`src/design/srt_pkg.sv`:
```
package srt_pkg;

  localparam int DATA_W        = 32;
  localparam int PIX_W         = 16;
  localparam int FRAC_BITS_DEF = 16;

  // Full-width product of two DATA_W operands.
  localparam int PROD_W = 2 * DATA_W;
  // Four products and a scaled translation summed without overflow.
  localparam int SUM_W  = PROD_W + 3;

  localparam logic [PIX_W-1:0] CANVAS_W_RST = 16'd1920;
  localparam logic [PIX_W-1:0] CANVAS_H_RST = 16'd1080;

  typedef enum logic [0:0] {
    REG_CANVAS_WIDTH  = 1'b0,
    REG_CANVAS_HEIGHT = 1'b1
  } reg_idx_t;

  typedef struct packed {
    logic signed [DATA_W-1:0] rect_x;
    logic signed [DATA_W-1:0] rect_y;
    logic signed [DATA_W-1:0] rect_w;
    logic signed [DATA_W-1:0] rect_h;
    logic signed [DATA_W-1:0] m_xx;
    logic signed [DATA_W-1:0] m_xy;
    logic signed [DATA_W-1:0] m_yx;
    logic signed [DATA_W-1:0] m_yy;
    logic signed [DATA_W-1:0] m_tx;
    logic signed [DATA_W-1:0] m_ty;
    logic                     antialias;
  } srt_in_t;

  typedef struct packed {
    logic [PIX_W-1:0] out_x;
    logic [PIX_W-1:0] out_y;
    logic [PIX_W-1:0] out_w;
    logic [PIX_W-1:0] out_h;
  } srt_out_t;

  typedef struct packed {
    reg_idx_t         reg_index;
    logic [PIX_W-1:0] wdata;
  } srt_cfg_t;

  // Clip result of one axis, in whole pixels.
  typedef struct packed {
    logic             hit;
    logic             aligned;
    logic [PIX_W-1:0] lo_px;
    logic [PIX_W-1:0] hi_px;
  } srt_axis_t;

endpackage

```
`src/design/srt_clip.sv`:
```
module srt_clip #(
  parameter int FRAC_BITS = srt_pkg::FRAC_BITS_DEF
) (
  input  logic signed [srt_pkg::SUM_W-1:0] lo,
  input  logic signed [srt_pkg::SUM_W-1:0] hi,
  input  logic        [srt_pkg::PIX_W-1:0] canvas,
  output srt_pkg::srt_axis_t               axis
);
  import srt_pkg::*;

  localparam int SH   = 2 * FRAC_BITS;
  localparam int PX_W = SUM_W - SH;
  localparam logic [SUM_W-1:0] FRAC_MASK = (SUM_W'(1) << SH) - SUM_W'(1);

  logic signed [PX_W-1:0] fl;
  logic signed [PX_W-1:0] fh;
  logic signed [PX_W-1:0] ch;
  logic signed [PX_W-1:0] cs;
  logic                   lo_frac;
  logic                   hi_frac;
  logic                   lo_nonpos;
  logic                   hi_pos;

  // Arithmetic shift of the Q.(2F) value gives the floor in pixels.
  assign fl      = lo[SUM_W-1:SH];
  assign fh      = hi[SUM_W-1:SH];
  assign lo_frac = (lo & FRAC_MASK) != '0;
  assign hi_frac = (hi & FRAC_MASK) != '0;
  assign ch      = fh + PX_W'(hi_frac);
  assign cs      = {{(PX_W-PIX_W){1'b0}}, canvas};

  assign lo_nonpos = lo[SUM_W-1] || (lo == '0);
  assign hi_pos    = !hi[SUM_W-1] && (hi != '0);

  always_comb begin
    axis.hit     = (hi > lo) && hi_pos && (canvas != '0) && (fl < cs);
    axis.lo_px   = fl[PX_W-1] ? '0 : fl[PIX_W-1:0];
    axis.hi_px   = (ch > cs) ? canvas : ch[PIX_W-1:0];
    axis.aligned = (lo_nonpos || !lo_frac) && ((fh >= cs) || !hi_frac);
  end

endmodule

```
`config.mk`:
```
export PLATFORM = sky130hd
export DESIGN_NAME = srt_clip
export DESIGN_NICKNAME = d
export VERILOG_FILES = /design/src/design/srt_pkg.sv /design/src/design/srt_clip.sv
export SDC_FILE = /design/constraint.sdc
export NUM_CORES = 1
export LEC_CHECK = 0
export ABC_AREA = 1
export BUFFER_PORTS_ARGS = -buffer_cell sky130_fd_sc_hd__buf_2
export CORE_ASPECT_RATIO = 1.25
export CORE_MARGIN = 4
export CORE_UTILIZATION = 51
export DETAILED_ROUTE_END_ITERATION = 6
export PLACE_DENSITY_LB_ADDON = 0.25
export SLEW_MARGIN = 15
export SYNTH_ARGS = -nofsm -noshare
export SYNTH_HDL_FRONTEND = slang
export SYNTH_SLANG_ARGS = --single-unit
```
`constraint.sdc`:
```
create_clock -name vclk -period 9
set_input_delay 1.8 -clock vclk [all_inputs]
set_output_delay 1.8 -clock vclk [all_outputs]
set_load 0.02 [all_outputs]
```
# Yosys cells after proc, flatten, opt, wreduce, memory -nomap -nowiden
# Index checks and enable logic that the tools add are counted.
# totals
wordCells	23
register_bits	0
inputBits	150
out_inout_bits	34
# op_classes
n_reduce_logical	16
n_addsub	1
mux	2
n_lt_le_gt_ge	4
# ops
operator	count
$reduce_bool A67 Y1	3
$gt A67 B67 Y1	1
$logic_not A67 Y1	1
$add A35 B1 Y35	1
$ge A35 B17 Y1	1
$gt A35 B17 Y1	1
$lt A35 B17 Y1	1
$mux W16	2
$reduce_bool A16 Y1	1
$logic_and A1 B1 Y1	5
$logic_not A1 Y1	3
$logic_or A1 B1 Y1	3

# Longest topological paths before layout
# Gate-level depths: netlist of run 1.
# logic_depth
ltp_word	5
ltp_mapped	26
mapped_depth_nobuf	25

# Worst setup path before layout of run 1
# No wires, ideal clock.
# synth_path
kind	input -> output
start	input hi[6] (netlist bit)
end	output axis[5] (netlist bit)
path_buffers	1
path_stages	26
arrival_ns	4.815
required_ns	7.200
setup_slack_ns	2.385
path_cell_list	nor4_1 -> nand4_1 -> nor2_1 -> inv_1 -> ha_1 -> ha_1 -> nand2_1 -> nor2_2 -> nand2_1 -> nor2_4 -> xnor2_1 -> inv_1 -> ha_1 -> nand2_1 -> nor2_1 -> nand4_1 -> nor2_1 -> nand3_1 -> nor2_1 -> nand3_1 -> nor2_1 -> nand2_2 -> nand3_4 -> buf_6 -> nand2_1 -> nand2_1
# synth_lines
item	line_no	rtl
start, declared	srt_clip.sv:5	input logic signed [srt_pkg::SUM_W-1:0] hi,
end, declared	srt_clip.sv:7	output srt_pkg::srt_axis_t axis

==> results of run 1 <==
==> layer usage <==
layer	part of all wire [%]	global-route usage (%)
met5	0	0
met1	42	35.1
met4	2.4	6.06
met2	49	52.6
met3	6.9	1.10
==> cells in the mapped netlist (10+ instances only) <==
master and count:
nor4_1 28, nand2_1 217, inv_1 139, nor3_1 10
o21ai_0 15, nand3_1 33, nor2_1 109, a21oi_1 45
ha_1 116, nand4_1 47
==> cell families after synthesis <==
family	count (synthesis)
XOR/XNOR	16
AND/OR/NAND/NOR	478
adder cells (fa/ha/maj)	116
AO/OA/AOI/OAI	82
buffers and inverters	147
==> report_power, final <==
group / internal (mW) / switching [mW]
clock: 0 / 0
combinational: 0.0953 / 0.148
sequential: 0 / 0
==> worst min path at each step <==
stage	startpoint	end	slack, ns
floorplan	lo[33]	axis[17]	3.74
global placement	lo[40]	axis[24]	3.95
detailed placement	lo[36]	axis[20]	3.96
CTS	lo[36]	axis[20]	3.96
global route	lo[38]	axis[22]	3.97
finish	lo[36]	axis[20]	3.96
==> layout make-up <==
class	instances	share of cell area, %
multi-input cells	692	72.7
repair buffers	184	15.7
inverters	140	8.97
well taps	123	2.63
==> tightest hold or removal path: stages <==
cell and delay, ns:
buf_2 0.11, inv_1 0.06, nor2_1 0.04, buf_2 0.14
==> placed cells by master, fill, tap and decap left out, drive strengths merged <==
cell type and count:
a211oi 4, a21o 3, a21oi 45, a31oi 1
a41oi 3, and2 3, buf 184, ha 116
inv 140, nand2 222, nand3 38, nand3b 8
nand4 47, nor2 122, nor3 10, nor4 28
o2111a 1, o2111ai 1, o211ai 3, o21a 4
o21ai 16, o21bai 1, xnor2 8, xor2 8
==> per-stage QoR <==
step | std cells | instance area, sq um | power, mW | util, %
after global placement | 1139 | 5860 | 0.237 | 63.9
after floorplan | 839 | 4820 | 0.145 | -
after CTS | 1139 | 5860 | 0.242 | 63.9
final | 1139 | 5860 | 0.243 | 63.9
after detailed placement | 1139 | 5860 | 0.241 | 63.9
after global routing | 1139 | 5860 | 0.279 | 63.9
==> impl_metrics.csv, run 1 <==
group,metric,value,unit
die,start_util,52.6,%
routing,vias_per_cell,5.35,
die,die_height,117,microns
cts,ctsResizeCount,0,
timing,finalCritPeriodShare,83.1,%
setup_path,cp.buffers_inverters,4,
layout,seq_area,0,sq um
setup_path,path_max_fanout,17,
placement,gp_congestion,0.949,
layout,area.growth.synth_to_final,21.5,%
synthesis,synthAdderAreaFrac,30.1,%
routing,routedWlPerCell,14.0,microns
synthesis,synth_mux_area_share,0,%
timing,setup_viol_count_final,0,
grt,grt_max_degree,20,
hold_path,whs_path_depth,4,
grt,antenna_found_initial,0,
setup_path,start_kind,"input pin",
placement,place_ws,1.61,ns
placement,dp.final_hpwl,14.2,mm
timing,hold_ws,3.96,ns
timing,fmax,134,MHz
setup_path,startpoint,"hi[6]",
routing,drcViolationCount,0,
timing,worstMarginPinSlew,0.803,ns
die,coreArea,9170,sq um
placement,io_buffers,184,
setup_path,endpoint_kind,"output port",
die,top_level_ports,184,
setup_path,worstSetupPathType,"input pin to output port",
layout,seq_cells,0,
timing,rsz0062_at_grt,"false",
power,power_density,41.5,nW/um^2
power,power_leakage,3.42,nW
status,status,"finished, final reports clean",
synthesis,synth_top_cells_by_area,"ha_1 30%, nand2_1 17%, inv_1 11%",
timing,fin_ws,1.52,ns
layout,layout-drive-gt1-share,20.6,%
setup_path,max_stage_delay,0.40,ns
synthesis,synth-seq-area-share,0,%
cts,ctsHoldBuffers,0,
routing,first_pass_iters,5,
synthesis,synth_cells,839,
layout,n_antenna_cell,0,
timing,layout_min_cycle_time,7.48,ns
setup_path,worst_ep_arrival_time,5.68,ns
synthesis,synth_top_area_share,30.1,%
layout,clock_buffers,0,
timing,relSlewSlack,46.4,%
synthesis,synth_area_per_cell,5.75,sq um
power,ir_drop,0.0000182,V
synthesis,synth_warnings,0,
grt,grt-ovfl-total,0,
setup_path,path_depth,27,
timing,slew_violations,0,
synthesis,syn-num-nets,1105,
setup_path,crit_end,"axis[13]",
setup_path,crit_family,"simple AND/OR/NAND/NOR gates",
cts,postCtsSetupBuffers,0,
setup_path,cpMaxStageDelayCell,"nor4_1",
die,fp.dieW,95.0,microns
synthesis,synth.distinct_cells,35,
synthesis,synth_area,4820,sq um
routing,via_count,6093,
setup_path,crit_required,7.20,ns
hold_path,min_path_type,"input pin to output port",
timing,fin_tns_setup,0,ns
timing,final-hold-violation-count,0,
flow_run,drv_cap,0,
routing,wl,15.9,mm
layout,nFillCells,965,
synthesis,synth_top_family_by_area,"simple AND/OR/NAND/NOR gates",
layout,final_nets,1284,
die,row_count,39,
routing,dr.first_iter.drc_count,337,
layout,multiInputGateArea,4260,sq um
grt,grt_use_total,28.0,%
die,die_area,11100,sq um
grt,grt_pass1_vias,5703,
grt,grt_pass1_wl,25.4,mm
synthesis,synthXorXnorAreaFrac,3.06,%
synthesis,synth_compound_area_share,9.75,%
routing,final_antenna_net_count,0,
synthesis,yosysTopAreaCell,"ha_1",
synthesis,synth_simple_gate_area_share,45.4,%
No activity file was read; power rests on OpenSTA's default activity.
==> inputs of run 2 (changes only) <==
Settings changed: CORE_UTILIZATION 51 to 48.
Clock period 9 ns to 6.31 ns, I/O delays scaled along.
==> run 2 against run 1 <==
  * Non-clock buffer count increased by 6
  * Die area rose by 5.8%
  * Cell count grew 0.88%
  * Core utilization down 1.8 points
  * Combinational power grew 47%
  * Count of clock-buffer cells in the layout unchanged
  * Total power increased by 46%
  * Worst setup slack worse by 1.3 ns
==> impl_metrics.csv, run 2 (synthesized netlist as in run 1, its figures left out) <==
group,metric,value,unit
routing,wl,16.3,mm
routing,routedWlPerCell,14.2,microns
hold_path,whs_path_depth,4,
timing,final-hold-violation-count,0,
timing,fin_ws,0.249,ns
placement,gp_congestion,0.945,
power,ir_drop,0.0000283,V
grt,grt-ovfl-total,0,
timing,worstMarginPinSlew,0.460,ns
power,power_frac_seq,0,%
die,die_height,120,microns
placement,io_buffers,184,
power,p_clk_share,0,%
hold_path,min_path_type,"input pin to output port",
hold_path,min_to,"axis[21]",
placement,place_ws,0.149,ns
grt,grt_pass1_wl,26.5,mm
routing,via_count,6163,
layout,seq_area,0,sq um
routing,vias_per_cell,5.36,
grt,antenna_found_initial,0,
layout,layout_commonest_cell,"nand2_1",
routing,final_antenna_net_count,0,
power,switchingPower,0.217,mW
die,coreArea,9710,sq um
die,fp.dieW,97.7,microns
setup_path,start_kind,"input pin",
setup_path,endpoint_kind,"output port",
hold_path,min_from,"lo[37]",
die,row_count,40,
placement,placed_cells,1145,
die,start_util,49.7,%
die,top_level_ports,184,
setup_path,worstSetupPathType,"input pin to output port",
power,power_leakage,3.49,nW
power,power_density,59.0,nW/um^2
routing,first_pass_iters,5,
routing,dr.first_iter.drc_count,371,
layout,layout-drive-gt1-share,22.2,%
timing,slew_violations,0,
timing,relSlewSlack,69.1,%
layout,layout_common_cells,"216 x nand2_1, 184 x buf_2, 139 x inv_1, 113 x ha_1, 107 x nor2_1",
power,comb_power_share,100.0,%
layout,area.growth.synth_to_final,25.0,%
placement,dp.final_hpwl,14.3,mm
setup_path,cp.buffers_inverters,4,
timing,fmax,165,MHz
timing,layout_min_cycle_time,6.06,ns
timing,finalCritPeriodShare,96.0,%
setup_path,worst_ep_arrival_time,4.80,ns
layout,final_nets,1291,
power,switching_share,60.9,%
grt,grt_max_degree,20,
status,status,"finished, final reports clean",
power,p_int,0.139,mW
setup_path,crit_family,"simple AND/OR/NAND/NOR gates",
cts,ctsHoldBuffers,0,
layout,clock_buffers,0,
layout,seq_cells,0,
layout,n_antenna_cell,0,
grt,grt_pass1_vias,5861,
layout,finalNonFillerCells,1149,
setup_path,max_stage_delay,0.31,ns
setup_path,cp_common_cell,"nor2_1",
timing,hold_ws,2.88,ns
die,die_area,11700,sq um
power,power.total,0.356,mW
setup_path,crit_required,5.05,ns
setup_path,cpMaxStageDelayCell,"nor4_1",
setup_path,path_max_fanout,8,
routing,drcViolationCount,0,
timing,setup_viol_count_final,0,
flow_run,drv_cap,0,
grt,grt_use_total,26.4,%
[run 2: area by class of cell]
type	count	area, sq um
fillers	1035	3680
inverters	140	526
multi-input cells	693	4360
well taps	126	158
repair buffers	190	991
[run 2: worst min-delay path, stage by stage]
cell and delay [ns]:
buf_2 0.11, inv_1 0.07, nor2_1 0.04, buf_2 0.15
[run 2: worst max-delay path by stage]
stage | from | end | slack [ns] | depth (start not counted)
finish | hi[10] | axis[1] | 0.25 | 26
global route | hi[17] | axis[8] | -0.06 | 27
CTS | hi[30] | axis[6] | 0.12 | 27
detailed placement | hi[30] | axis[6] | 0.15 | 26
global placement | hi[31] | axis[10] | 0.17 | 26
floorplan | hi[6] | axis[5] | 0.77 | 26
[run 2: power groups by stage]
| stage | sequential [mW] | clock, mW | combinational [mW] |
|---|---|---|---|
| 2_1_floorplan | 0 | 0 | 0.207 |
| 3_3_place_gp | 0 | 0 | 0.341 |
| 3_5_place_dp | 0 | 0 | 0.345 |
| 4_1_cts | 0 | 0 | 0.347 |
| 5_1_grt | 0 | 0 | 0.406 |
| 6_report | 0 | 0 | 0.356 |
[run 2: per-stage QoR]
step | TNS [ns] | util, % | cell area [sq um]
final | 0 | 62.1 | 6030
after detailed placement | 0 | 60.6 | 5890
after floorplan | 0 | - | 4820
after CTS | 0 | 60.6 | 5890
after global placement | 0 | 60.6 | 5890
after global routing | -0.735 | 62.1 | 6030
[run 2: metal layers]
metal	track usage [%]	vias to the layer above	routed length, microns
li1	-	3196	-
met1	32.8	2705	6920
met2	48.8	220	7930
met3	2.09	42	993
met4	6.15	0	436
met5	0	-	0
[run 2: timing repair]
| item | 4_1_cts | 5_1_grt |
|---|---|---|
| buffers inserted | 0 | 2 |
| resized for setup | 0 | 17 |
| setup endpoints to repair | 0 | 16 |
==> inputs of run 3 (changes only) <==
Settings changed: RECOVER_POWER set to 50.
==> run 3 against run 2 <==
  * Total power decreased by 0.30%
  * Global-route usage unchanged
  * Sequential cell count unchanged
  * Largest power group unchanged
  * Worst hold slack hardly changed
  * Sequential share of layout area unchanged
==> impl_metrics.csv, run 3 (synthesized netlist as in run 1, its figures left out) <==
group,metric,value,unit
status,status,"finished, final reports clean",
setup_path,worstSetupPathType,"input pin to output port",
power,power_density,59.1,nW/um^2
routing,first_pass_iters,5,
setup_path,crit_family,"simple AND/OR/NAND/NOR gates",
routing,dr.first_iter.drc_count,399,
setup_path,max_stage_delay,0.31,ns
die,die_area,11700,sq um
hold_path,min_path_type,"input pin to output port",
layout,area.growth.synth_to_final,24.6,%
flow_run,drv_cap,0,
timing,fmax,165,MHz
placement,dp.final_hpwl,14.3,mm
die,fp.dieW,97.7,microns
routing,via_count,6178,
power,power_leakage,3.43,nW
routing,routedWlPerCell,14.2,microns
timing,layout_min_cycle_time,6.05,ns
power,comb_power_share,100.0,%
setup_path,start_kind,"input pin",
setup_path,path_depth,26,
layout,multiInputGateArea,4360,sq um
power,p_clk_share,0,%
die,coreArea,9710,sq um
setup_path,startpoint,"hi[10]",
timing,final-hold-violation-count,0,
routing,final_antenna_net_count,0,
die,top_level_ports,184,
grt,antenna_found_initial,0,
timing,setup_viol_count_final,0,
hold_path,whs_path_depth,4,
setup_path,crit_required,5.05,ns
layout,seq_area,0,sq um
grt,grt_use_total,26.4,%
layout,final_nets,1291,
layout,layout-drive-gt1-share,20.5,%
grt,grt_pass1_vias,5861,
die,start_util,49.7,%
layout,n_antenna_cell,0,
layout,layout_commonest_cell,"nand2_1",
power,ir_drop,0.0000284,V
grt,grt-ovfl-total,0,
placement,gp_congestion,0.945,
timing,hold_ws,2.88,ns
setup_path,crit_end,"axis[1]",
routing,vias_per_cell,5.38,
power,switchingPower,0.217,mW
power,power_frac_seq,0,%
timing,finalCritPeriodShare,95.9,%
setup_path,cp_common_cell,"nor2_1",
die,row_count,40,
routing,drcViolationCount,0,
layout,clock_buffers,0,
timing,worstMarginPinSlew,0.867,ns
power,switching_share,61.2,%
placement,io_buffers,184,
routing,wl,16.3,mm
timing,relSlewSlack,42.2,%
setup_path,endpoint_kind,"output port",
setup_path,worst_ep_arrival_time,4.79,ns
setup_path,cpMaxStageDelayCell,"nor4_1",
timing,slew_violations,0,
setup_path,cp.buffers_inverters,4,
power,power.total,0.355,mW
grt,grt_pass1_wl,26.5,mm
layout,seq_cells,0,
layout,nFillCells,1045,
power,p_int,0.138,mW
die,die_height,120,microns
setup_path,path_max_fanout,8,
grt,grt_max_degree,20,
layout,layout_common_cells,"216 x nand2_1, 167 x buf_2, 139 x inv_1, 113 x ha_1, 107 x nor2_1",
cts,ctsHoldBuffers,0,
-- run 3: cell types whose count changed in the layout (fill, tap and decap cells not counted), sizes merged --
cell,change
buf,-17
clkbuf,+17
-- run 3: stage by stage --
| step | instances | setup TNS (ns) | instance area (sq um) | worst slack [ns] | util (%) |
|---|---|---|---|---|---|
| after floorplan | 839 | 0 | 4820 | 0.771 | - |
| after global placement | 1145 | 0 | 5890 | 0.174 | 60.6 |
| after detailed placement | 1145 | 0 | 5890 | 0.149 | 60.6 |
| after CTS | 1145 | 0 | 5890 | 0.121 | 60.6 |
| after global routing | 1149 | -0.735 | 6010 | -0.0564 | 61.9 |
| final | 1149 | 0 | 6010 | 0.257 | 61.9 |
-- run 3: worst min path at each step --
stage                       from        to  slack [ns]
final                     lo[37]  axis[21]        2.88
after global routing      lo[37]  axis[21]        2.89
after CTS                 lo[38]  axis[22]        2.88
after detailed placement  lo[38]  axis[22]        2.88
after global placement    lo[38]  axis[22]        2.88
after floorplan           lo[33]  axis[17]        2.67
-- run 3: layer usage --
layer,GRT usage [%],part of all wire (%),vias up
met2,48.8,49,258
li1,-,-,3192
met1,32.8,42,2692
met3,2.09,7.0,36
met4,6.15,2.4,0
met5,0,0,-
-- run 3: tightest hold or removal path: stages --
cell	delay, ns
buf_2	0.11
inv_1	0.07
nor2_1	0.04
buf_2	0.15
-- run 3: power groups by stage --
stage | Clock, mW | Combinational (mW) | Sequential [mW]
after floorplan | 0 | 0.207 | 0
after CTS | 0 | 0.347 | 0
after global placement | 0 | 0.341 | 0
after global routing | 0 | 0.405 | 0
after detailed placement | 0 | 0.345 | 0
final | 0 | 0.355 | 0
-- run 3: final cells by class --
| cell class | instances | area share [%] |
|---|---|---|
| well taps | 126 | 2.62 |
| multi-input cells | 693 | 72.5 |
| inverters | 140 | 8.75 |
| repair buffers | 190 | 16.1 |
-- run 3: repair_timing --
action                     4_1_cts  5_1_grt
setup endpoints to repair        0       16
gates resized for setup          0       17
setup buffers                    0        2
